## config.mk

```make
export PLATFORM = sky130hd
export DESIGN_NAME = length_prefixed_packet_dispatcher_top
export DESIGN_NICKNAME = d
export VERILOG_FILES = /design/src/design/lppd_pkg.sv /design/src/design/lppd_ctrl.sv /design/src/design/lppd_dp.sv /design/src/design/length_prefixed_packet_dispatcher_top.sv
export SDC_FILE = /design/constraint.sdc
export NUM_CORES = 1
export LEC_CHECK = 0
export BUFFER_PORTS_ARGS = -buffer_cell sky130_fd_sc_hd__buf_2
export CAP_MARGIN = 25
export CORE_MARGIN = 8
export CORE_UTILIZATION = 61
export CTS_BUF_LIST = sky130_fd_sc_hd__clkbuf_16
export CTS_CLUSTER_SIZE = 28
export DETAILED_ROUTE_END_ITERATION = 16
export PLACE_DENSITY = 0.79
export SYNTH_ARGS = -nofsm -noshare
export SYNTH_HDL_FRONTEND = slang
export SYNTH_SLANG_ARGS = --single-unit
```

## constraint.sdc

```tcl
create_clock -name i_clk -period 9.4 [get_ports i_clk]
set_input_delay 0.94 -clock i_clk [delete_from_list [all_inputs] [get_ports i_clk]]
set_output_delay 0.94 -clock i_clk [all_outputs]
set_load 0.01 [all_outputs]
```

## src/design/lppd_pkg.sv

```systemverilog
package lppd_pkg;

    localparam logic [31:0] IMAGE_HEAD = 32'hABCDEEFF;
    localparam int unsigned HDR_BYTES  = 8;
    localparam int unsigned KEY_BYTES  = 8;
    localparam int unsigned WORD_BITS  = 32;

    // modulo unit: 64-bit dividend, DIV_BITS bits per cycle
    localparam int unsigned DIV_BITS   = 4;
    localparam int unsigned DIV_STEPS  = 64 / DIV_BITS;

    localparam logic [1:0] CFG_MAX_LEN = 2'd0;
    localparam logic [1:0] CFG_SND_CNT = 2'd1;

    localparam logic KIND_DATA = 1'b0;
    localparam logic KIND_ERR  = 1'b1;

    localparam logic ERR_TOO_LONG  = 1'b0;
    localparam logic ERR_TOO_SHORT = 1'b1;

    typedef enum logic [6:0] {
        ST_HEADER  = 7'b0000001,
        ST_KEY     = 7'b0000010,
        ST_HASH    = 7'b0000100,
        ST_BURST   = 7'b0001000,
        ST_FORWARD = 7'b0010000,
        ST_SKIP    = 7'b0100000,
        ST_CLOSED  = 7'b1000000
    } t_state;

    typedef struct packed {
        logic hdr_shift;
        logic key_shift;
        logic cnt_inc;
        logic cnt_clr;
        logic hash_start;
        logic hash_step;
        logic burst_step;
        logic emit_fwd;
        logic emit_err;
        logic err_code;
    } t_cmd;

    typedef struct packed {
        logic hdr_last;
        logic too_long;
        logic short_image;
        logic is_image;
        logic len_zero;
        logic key_last;
        logic pay_last;
        logic hash_last;
        logic burst_last;
        logic burst_short;
        logic out_free;
    } t_status;

endpackage

```

## src/design/lppd_ctrl.sv

```systemverilog
module lppd_ctrl (
    input  logic             i_clk,
    input  logic             i_rst_n,
    input  logic             i_valid,
    output logic             o_stall,
    input  lppd_pkg::t_status i_sts,
    output lppd_pkg::t_cmd    o_cmd
);
    import lppd_pkg::*;

    t_state r_state, n_state;
    logic   rdy;
    logic   acc;

    always_comb begin
        unique case (r_state)
            ST_HEADER, ST_KEY, ST_FORWARD, ST_SKIP: rdy = i_sts.out_free;
            ST_CLOSED:                              rdy = 1'b1;
            default:                                rdy = 1'b0;
        endcase
    end

    assign o_stall = !rdy;
    assign acc     = i_valid && rdy;

    always_comb begin
        o_cmd   = '0;
        n_state = r_state;
        unique case (r_state)
            ST_HEADER: begin
                if (acc) begin
                    o_cmd.hdr_shift = 1'b1;
                    if (i_sts.hdr_last) begin
                        o_cmd.cnt_clr = 1'b1;
                        priority if (i_sts.too_long) begin
                            o_cmd.emit_err = 1'b1;
                            o_cmd.err_code = ERR_TOO_LONG;
                            n_state        = ST_CLOSED;
                        end else if (i_sts.short_image) begin
                            o_cmd.emit_err = 1'b1;
                            o_cmd.err_code = ERR_TOO_SHORT;
                            n_state        = ST_CLOSED;
                        end else if (i_sts.is_image) begin
                            n_state = ST_KEY;
                        end else if (i_sts.len_zero) begin
                            n_state = ST_HEADER;
                        end else begin
                            n_state = ST_SKIP;
                        end
                    end else begin
                        o_cmd.cnt_inc = 1'b1;
                    end
                end
            end
            ST_KEY: begin
                if (acc) begin
                    o_cmd.key_shift = 1'b1;
                    o_cmd.cnt_inc   = 1'b1;
                    if (i_sts.key_last) begin
                        o_cmd.hash_start = 1'b1;
                        n_state          = ST_HASH;
                    end
                end
            end
            ST_HASH: begin
                o_cmd.hash_step = 1'b1;
                if (i_sts.hash_last) begin
                    n_state = ST_BURST;
                end
            end
            ST_BURST: begin
                if (i_sts.out_free) begin
                    o_cmd.burst_step = 1'b1;
                    if (i_sts.burst_last) begin
                        if (i_sts.burst_short) begin
                            o_cmd.cnt_clr = 1'b1;
                            n_state       = ST_HEADER;
                        end else begin
                            n_state = ST_FORWARD;
                        end
                    end
                end
            end
            ST_FORWARD: begin
                if (acc) begin
                    o_cmd.emit_fwd = 1'b1;
                    if (i_sts.pay_last) begin
                        o_cmd.cnt_clr = 1'b1;
                        n_state       = ST_HEADER;
                    end else begin
                        o_cmd.cnt_inc = 1'b1;
                    end
                end
            end
            ST_SKIP: begin
                if (acc) begin
                    if (i_sts.pay_last) begin
                        o_cmd.cnt_clr = 1'b1;
                        n_state       = ST_HEADER;
                    end else begin
                        o_cmd.cnt_inc = 1'b1;
                    end
                end
            end
            ST_CLOSED: begin
                n_state = ST_CLOSED;
            end
            default: begin
                n_state = ST_HEADER;
            end
        endcase
    end

    always_ff @(posedge i_clk) begin
        if (!i_rst_n) begin
            r_state <= ST_HEADER;
        end else begin
            r_state <= n_state;
        end
    end

    a_emit_room: assert property (@(posedge i_clk) disable iff (!i_rst_n)
        (o_cmd.emit_fwd || o_cmd.emit_err || o_cmd.burst_step) |-> i_sts.out_free)
        else $error("result issued while output word is occupied");

    a_closed_sticks: assert property (@(posedge i_clk) disable iff (!i_rst_n)
        (r_state == ST_CLOSED) |=> (r_state == ST_CLOSED))
        else $error("closed stream reopened without reset");

    a_no_take_busy: assert property (@(posedge i_clk) disable iff (!i_rst_n)
        ((r_state == ST_HASH) || (r_state == ST_BURST)) |-> o_stall)
        else $error("input word taken during hash or burst");

endmodule

```

## src/design/lppd_dp.sv

```systemverilog
module lppd_dp (
    input  logic              i_clk,
    input  logic              i_rst_n,
    input  logic              i_cfg_we,
    input  logic [1:0]        i_cfg_index,
    input  logic [31:0]       i_cfg_data,
    input  logic [7:0]        i_byte_in,
    input  logic              i_stall,
    input  lppd_pkg::t_cmd    i_cmd,
    output lppd_pkg::t_status o_sts,
    output logic              o_valid,
    output logic              o_out_kind,
    output logic [7:0]        o_data_byte,
    output logic [7:0]        o_dest_index,
    output logic              o_packet_end,
    output logic              o_run_last,
    output logic              o_error_code
);
    import lppd_pkg::*;

    localparam int unsigned HCNT_W = $clog2(DIV_STEPS);

    logic [31:0]       r_max_len;
    logic [8:0]        r_snd_cnt;
    logic [31:0]       r_cnt;
    logic [31:0]       r_head;
    logic [31:0]       r_len;
    logic [63:0]       r_key;
    logic [63:0]       r_div_sh;
    logic [7:0]        r_rem;
    logic [HCNT_W-1:0] r_hcnt;
    logic [2:0]        r_bcnt;
    logic [7:0]        r_dest;

    logic              r_out_valid;
    logic              r_out_kind;
    logic [7:0]        r_out_data;
    logic [7:0]        r_out_dest;
    logic              r_out_pend;
    logic              r_out_last;
    logic              r_out_code;

    logic [31:0]       len_next;
    logic [63:0]       key_next;
    logic [31:0]       hash_h;
    logic [31:0]       cnt_inc;
    logic [8:0]        n_eff;
    logic [7:0]        rem_next;
    logic              burst_pend;

    assign len_next = {r_len[23:0], i_byte_in};
    assign key_next = {r_key[55:0], i_byte_in};
    assign hash_h   = key_next[31:0] ^ key_next[63:32];
    assign cnt_inc  = r_cnt + 32'd1;

    // zero counts as one, anything above 256 as 256
    always_comb begin
        priority if (r_snd_cnt == 9'd0) begin
            n_eff = 9'd1;
        end else if (r_snd_cnt > 9'd256) begin
            n_eff = 9'd256;
        end else begin
            n_eff = r_snd_cnt;
        end
    end

    // restoring modulo, DIV_BITS dividend bits per cycle
    always_comb begin
        logic [8:0] t;
        logic [7:0] rem;
        rem = r_rem;
        for (int i = 0; i < DIV_BITS; i++) begin
            t = {rem, r_div_sh[63-i]};
            if (t >= n_eff) begin
                t = t - n_eff;
            end
            rem = t[7:0];
        end
        rem_next = rem;
    end

    assign burst_pend = (r_bcnt == 3'(KEY_BYTES - 1)) && (r_len == 32'(KEY_BYTES));

    always_comb begin
        o_sts.hdr_last    = (r_cnt == 32'(HDR_BYTES - 1));
        o_sts.too_long    = (len_next > r_max_len);
        o_sts.is_image    = (r_head == IMAGE_HEAD);
        o_sts.short_image = (r_head == IMAGE_HEAD) && (len_next <= 32'(KEY_BYTES));
        o_sts.len_zero    = (len_next == 32'd0);
        o_sts.key_last    = (r_cnt == 32'(KEY_BYTES - 1));
        o_sts.pay_last    = (cnt_inc >= r_len);
        o_sts.hash_last   = (r_hcnt == HCNT_W'(DIV_STEPS - 1));
        o_sts.burst_last  = (r_bcnt == 3'(KEY_BYTES - 1));
        o_sts.burst_short = (r_len <= 32'(KEY_BYTES));
        o_sts.out_free    = !r_out_valid || !i_stall;
    end

    always_ff @(posedge i_clk) begin
        if (!i_rst_n) begin
            r_max_len <= 32'd1048576;
            r_snd_cnt <= 9'd1;
        end else if (i_cfg_we) begin
            if (i_cfg_index == CFG_MAX_LEN) begin
                r_max_len <= i_cfg_data;
            end else if (i_cfg_index == CFG_SND_CNT) begin
                r_snd_cnt <= i_cfg_data[8:0];
            end
        end
    end

    always_ff @(posedge i_clk) begin
        if (!i_rst_n) begin
            r_cnt  <= '0;
            r_head <= '0;
            r_len  <= '0;
            r_key  <= '0;
            r_dest <= '0;
            r_hcnt <= '0;
            r_bcnt <= '0;
            r_rem  <= '0;
        end else begin
            if (i_cmd.cnt_clr) begin
                r_cnt <= '0;
            end else if (i_cmd.cnt_inc) begin
                r_cnt <= cnt_inc;
            end
            if (i_cmd.hdr_shift) begin
                if (r_cnt < 32'(WORD_BITS / 8)) begin
                    r_head <= {r_head[23:0], i_byte_in};
                end else begin
                    r_len <= len_next;
                end
            end
            if (i_cmd.key_shift) begin
                r_key <= key_next;
            end else if (i_cmd.burst_step) begin
                r_key <= {r_key[55:0], 8'd0};
            end
            if (i_cmd.hash_start) begin
                r_div_sh <= {{32{hash_h[31]}}, hash_h};
                r_rem    <= '0;
                r_hcnt   <= '0;
            end else if (i_cmd.hash_step) begin
                r_div_sh <= {r_div_sh[63-DIV_BITS:0], {DIV_BITS{1'b0}}};
                r_rem    <= rem_next;
                r_hcnt   <= r_hcnt + HCNT_W'(1);
                if (o_sts.hash_last) begin
                    r_dest <= rem_next;
                    r_bcnt <= '0;
                end
            end
            if (i_cmd.burst_step) begin
                r_bcnt <= r_bcnt + 3'd1;
            end
        end
    end

    always_ff @(posedge i_clk) begin
        if (!i_rst_n) begin
            r_out_valid <= 1'b0;
        end else if (i_cmd.emit_fwd || i_cmd.emit_err || i_cmd.burst_step) begin
            r_out_valid <= 1'b1;
        end else if (!i_stall) begin
            r_out_valid <= 1'b0;
        end
    end

    always_ff @(posedge i_clk) begin
        priority if (i_cmd.emit_err) begin
            r_out_kind <= KIND_ERR;
            r_out_data <= '0;
            r_out_dest <= '0;
            r_out_pend <= 1'b0;
            r_out_last <= 1'b1;
            r_out_code <= i_cmd.err_code;
        end else if (i_cmd.emit_fwd) begin
            r_out_kind <= KIND_DATA;
            r_out_data <= i_byte_in;
            r_out_dest <= r_dest;
            r_out_pend <= o_sts.pay_last;
            r_out_last <= 1'b1;
            r_out_code <= 1'b0;
        end else if (i_cmd.burst_step) begin
            r_out_kind <= KIND_DATA;
            r_out_data <= r_key[63:56];
            r_out_dest <= r_dest;
            r_out_pend <= burst_pend;
            r_out_last <= o_sts.burst_last;
            r_out_code <= 1'b0;
        end
    end

    assign o_valid      = r_out_valid;
    assign o_out_kind   = r_out_kind;
    assign o_data_byte  = r_out_data;
    assign o_dest_index = r_out_dest;
    assign o_packet_end = r_out_pend;
    assign o_run_last   = r_out_last;
    assign o_error_code = r_out_code;

    a_rem_range: assert property (@(posedge i_clk) disable iff (!i_rst_n)
        i_cmd.hash_step |=> ({1'b0, r_rem} < n_eff))
        else $error("hash remainder out of range");

endmodule

```

## src/design/length_prefixed_packet_dispatcher_top.sv

```systemverilog
// Length-prefixed packet dispatcher.
// Input channel: one stream byte per word on i_byte_in, taken when i_valid is
// high and o_stall is low. Each packet is a 4-byte head, a 4-byte big-endian
// length, then the payload.
// Output channel: one result per word (o_valid / i_stall): a forwarded byte
// tagged with its destination, or an error report. o_run_last marks the last
// result caused by one input byte.
// Header and skipped bytes give no result. A forwarded
// payload byte leaves in the cycle after it is taken; one byte per cycle is
// sustained while the receiver does not stall.
// The eighth key byte of an image packet starts a 4-bit-per-cycle modulo unit,
// then the 8 key bytes leave one per cycle while the receiver does not stall;
// input is held off during the modulo unit and the key burst.
// A header error gives one error report and then the stream is closed: later
// bytes are taken and dropped until reset.
// Reset (synchronous, active low) restores max_packet_len = 1048576,
// sender_count = 1, and an empty header state. A stalled receiver holds the
// output word; an open stream takes input only while it is free or draining.
module length_prefixed_packet_dispatcher_top (
    input  logic        i_clk,
    input  logic        i_rst_n,
    input  logic        i_cfg_we,
    input  logic [1:0]  i_cfg_index,
    input  logic [31:0] i_cfg_data,
    input  logic        i_valid,
    output logic        o_stall,
    input  logic [7:0]  i_byte_in,
    output logic        o_valid,
    input  logic        i_stall,
    output logic        o_out_kind,
    output logic [7:0]  o_data_byte,
    output logic [7:0]  o_dest_index,
    output logic        o_packet_end,
    output logic        o_run_last,
    output logic        o_error_code
);
    import lppd_pkg::*;

    t_cmd    cmd;
    t_status sts;

    lppd_ctrl u_ctrl (
        .i_clk   (i_clk),
        .i_rst_n (i_rst_n),
        .i_valid (i_valid),
        .o_stall (o_stall),
        .i_sts   (sts),
        .o_cmd   (cmd)
    );

    lppd_dp u_dp (
        .i_clk        (i_clk),
        .i_rst_n      (i_rst_n),
        .i_cfg_we     (i_cfg_we),
        .i_cfg_index  (i_cfg_index),
        .i_cfg_data   (i_cfg_data),
        .i_byte_in    (i_byte_in),
        .i_stall      (i_stall),
        .i_cmd        (cmd),
        .o_sts        (sts),
        .o_valid      (o_valid),
        .o_out_kind   (o_out_kind),
        .o_data_byte  (o_data_byte),
        .o_dest_index (o_dest_index),
        .o_packet_end (o_packet_end),
        .o_run_last   (o_run_last),
        .o_error_code (o_error_code)
    );

endmodule

```

==> qor.csv <==
metric;value;unit
run status;finished clean;
Vias per Instance;5.87;
Starting Density;61.6;%
area of the die;0.0325;mm2
f_max;117;MHz
Post-CTS Resized;0;
grt total ovfl;0;
final net count;2137;
Worst Tran Pin Value;1030;ps
RSZ-0062 raised after global routing;false;
top post-synthesis cells by area;dfxtp_1 31%, edfxtp_1 12%, nand2_1 8.8%;
CP endpoint kind;flop;
Simple-Gate Fraction of Synth Area;21.1;%
#FFs+latches synth;316;
Clock Sinks;316;
Post-synth EDFFs;65;
Net Count, Synth;2121;
cell accounting for the most synthesized area;dfxtp_1;
DRT Pass-1 Iters;6;
Lkg Pwr;6.78;nW
starting DRC count in detailed routing;1115;
Crit Reg-Reg Startpoint;u_dp.r_snd_cnt[8]$_SDFFE_PN0P_;
port buffer count;68;
vias in the first global route;13182;
number of max-cap violations;0;
Core ar.;0.0267;mm2
Die Ht;180;um
kind of critical path;reg -> reg;
Final min period;8540;ps
Pins Over Slew Limit;0;
Area Growth Syn to Fin;9.67;%
largest family of logic cells by synthesized area;simple AND/OR/NAND/NOR gates;
Synth Flop Type;dfxtp_1;
largest net degree at the start of global routing;89;
Syn. warnings;0;
DP Area;0.0170;mm2
Final Hold Viols;0;
Rows;60;
Worst EP required;9820;ps
relative slew slack;31.3;%
share of layout cells above drive strength 1;8.17;%
PwrDens;212;mW/mm2
Die Wd;180;um
n_diodes;0;
clock skew;22.1;ps
Unique masters post-synth;77;
GRT Total Usage;24.7;%
slowest CP cell;a311o_1;
Post-Syn Area per Cell;8.37;um2
Clk pin slew, worst setup/hold paths;60;ps
post-synthesis mux area share;2.23;%
Max stage delay on crit path;560;ps
DRC Markers;0;
Hold-fix buffers, CTS;0;
postcts setup bufs;0;
top-level port count;69;
routability cong.;0.894;
wire per inst;17.5;um
worst ir drop on vdd;0.184;mV
number of H-tree levels;2;
post-synthesis compound-gate area fraction;15.2;%
initial antenna violation count;0;
Mapped Area;0.0165;mm2
period utilisation layout;90.8;%
most frequent CP cell;ha_1;
flop2flop setup slack;860;ps
remaining antenna violation count after routing;0;
Fin Setup TNS;0;ps
Post-synth ARST share;0;%
Post-Synthesis Cells;1966;
worst path arrival time;8960;ps
Post-Synth XOR/XNOR Area;6.07;%
R2R Path End;u_dp.r_rem[3]$_SDFFE_PP0P_;
CTS buffer count;34;
CTS tree;yes;
Synth top area share;30.5;%
Seq/Total Area, Yosys;42.4;%
worst-skew pair later-pin latency;530;ps
Hold Path Class;reg -> reg;
capture point of the critical path;u_dp.r_rem[3]$_SDFFE_PP0P_;
Startpoint Class;flop;
final WL;41200;um
Post-Layout Inst Area;0.0181;mm2
worst reg2reg path depth;33;
first-pass GRT wire length;66800;um
crit path from;u_dp.r_snd_cnt[8]$_SDFFE_PN0P_;
crit path max fanout;16;
via total after detailed routing;13782;
adder-cell share of the synthesized area;8.39;%
DP Wirelength;28900;um
Clock Tree Buf Depth;3;
root buf cell;clkbuf_16;
Finish-stage setup viols;0;
[synth_stat cells (6+ instances only)]
library cell,n
nand2_1,388
dfxtp_1,251
a21oi_1,242
nor2_1,178
ha_1,104
xnor2_1,96
inv_1,86
clkbuf_1,79
edfxtp_1,65
o21a_1,48
o21ai_0,43
nand3_1,42
nand4_1,34
mux2i_1,30
nor3_1,26
nor4_1,26
a211oi_1,23
buf_2,20
xor2_1,18
nor2b_1,12
a21o_1,10
and3_1,10
nand2b_1,10
or3_1,9
nand4b_1,7
mux2_2,6
nor3b_1,6
or2_2,6
or4_1,6
[worst min-delay path by stage]
stage | startpoint | to | depth (start not counted)
after floorplan | u_dp.r_head[30]$_SDFFE_PN0P_ | u_dp.r_head[30]$_SDFFE_PN0P_ | 2
after global placement | u_dp.r_key[63]$_SDFFE_PN0P_ | u_dp.r_key[63]$_SDFFE_PN0P_ | 2
after detailed placement | u_dp.r_len[25]$_SDFFE_PN0P_ | u_dp.r_len[25]$_SDFFE_PN0P_ | 2
after CTS | u_dp.r_len[25]$_SDFFE_PN0P_ | u_dp.r_len[25]$_SDFFE_PN0P_ | 2
after global routing | u_dp.r_len[25]$_SDFFE_PN0P_ | u_dp.r_len[25]$_SDFFE_PN0P_ | 2
final | u_dp.r_head[27]$_SDFFE_PN0P_ | u_dp.r_head[27]$_SDFFE_PN0P_ | 2
[logic make-up (layout without fill, tap and decap cells)]
family          after synthesis  count (layout)
compound gates              419             419
fa+ha+maj                   108             108
flops                       316             316
mux                          36              36
xor+xnor                    114             114
buf+inv                     193             234
simple gates                780             780
[final cells by class]
type / instances / area, um2
clock buffers: 35 / 876
well taps: 341 / 427
fillers: 2144 / 8670
clock inverters: 26 / 185
flip-flops and latches: 316 / 6980
inverters: 88 / 333
repair buffers: 85 / 503
multi-input cells: 1457 / 8750
[through the flow]
stage / power (mW) / hold WS [ps] / cells / setup WS [ps] / util (%)
after global routing: 4.02 / 473 / 2348 / 273 / 67.5
after CTS: 3.83 / 454 / 2347 / 900 / 67.5
final: 3.83 / 455 / 2348 / 864 / 67.5
after detailed placement: 2.56 / 447 / 2286 / 906 / 63.5
after global placement: 2.54 / 438 / 2284 / 1160 / 63.4
after floorplan: 2.30 / 431 / 1966 / 1650 / -
[routing by layer]
metal | global-route usage [%] | vias to the layer above | share of wire, %
met4 | 5.89 | 0 | 1.5
met3 | 4.07 | 57 | 6.8
met5 | 0 | - | 0
met2 | 41.1 | 439 | 47
met1 | 33.0 | 6489 | 45
li1 | - | 6797 | -
[layout by cell type (no fill, tap or decap), drive strengths merged, types with 4 or more instances in the layout]
| cell | n |
|---|---|
| o21ai | 44 |
| inv | 92 |
| nor2b | 12 |
| nand4b | 7 |
| o211ai | 5 |
| dfxtp | 251 |
| o31ai | 5 |
| nand3 | 42 |
| clkbuf | 35 |
| a21o | 10 |
| or3 | 9 |
| nor3b | 6 |
| a21oi | 242 |
| or2 | 7 |
| nor3 | 27 |
| and2 | 4 |
| o21bai | 4 |
| o31a | 4 |
| nand2 | 388 |
| o221a | 4 |
| buf | 85 |
| nor4 | 26 |
| o21a | 48 |
| ha | 104 |
| mux2 | 6 |
| edfxtp | 65 |
| and3 | 10 |
| xnor2 | 96 |
| or4 | 6 |
| fa | 4 |
| clkinv | 21 |
| nand4 | 34 |
| xor2 | 18 |
| a211oi | 23 |
| nor2 | 178 |
| mux2i | 30 |
| nand2b | 10 |
[power by group]
group	total [mW]	switching, mW	internal [mW]
sequential	1.43	0.0264	1.41
clock	1.27	0.555	0.711
combinational	1.13	0.695	0.437
total	3.83	1.28	2.55
[worst max-delay path: cells and delay by family, from the launching register on]
family,cells,cell delay [ps]
compound gates,16,4380
simple gates,8,1540
fa+ha+maj,4,1120
buf+inv,4,590
mux,1,420
flops,1,380
[sequential cells by signal (all words and copies together), names as in the netlist]
| signal | count |
|---|---|
| u_dp.r_max_len | 32 |
| u_dp.r_bcnt | 3 |
| u_dp.r_hcnt | 4 |
| u_dp.o_dest_index | 8 |
| u_dp.o_data_byte | 8 |
| u_dp.r_rem | 8 |
| u_dp.r_head | 32 |
| u_dp.r_len | 32 |
| u_dp.o_valid | 1 |
| u_ctrl.r_state | 7 |
| u_dp.r_dest | 8 |
| u_dp.r_key | 64 |
| u_dp.r_snd_cnt | 9 |
| u_dp.o_error_code | 1 |
| u_dp.o_run_last | 1 |
| u_dp.r_div_sh | 64 |
| u_dp.o_packet_end | 1 |
| u_dp.r_cnt | 32 |
| u_dp.o_out_kind | 1 |
Note: power is estimated with default switching activity, not from simulation.
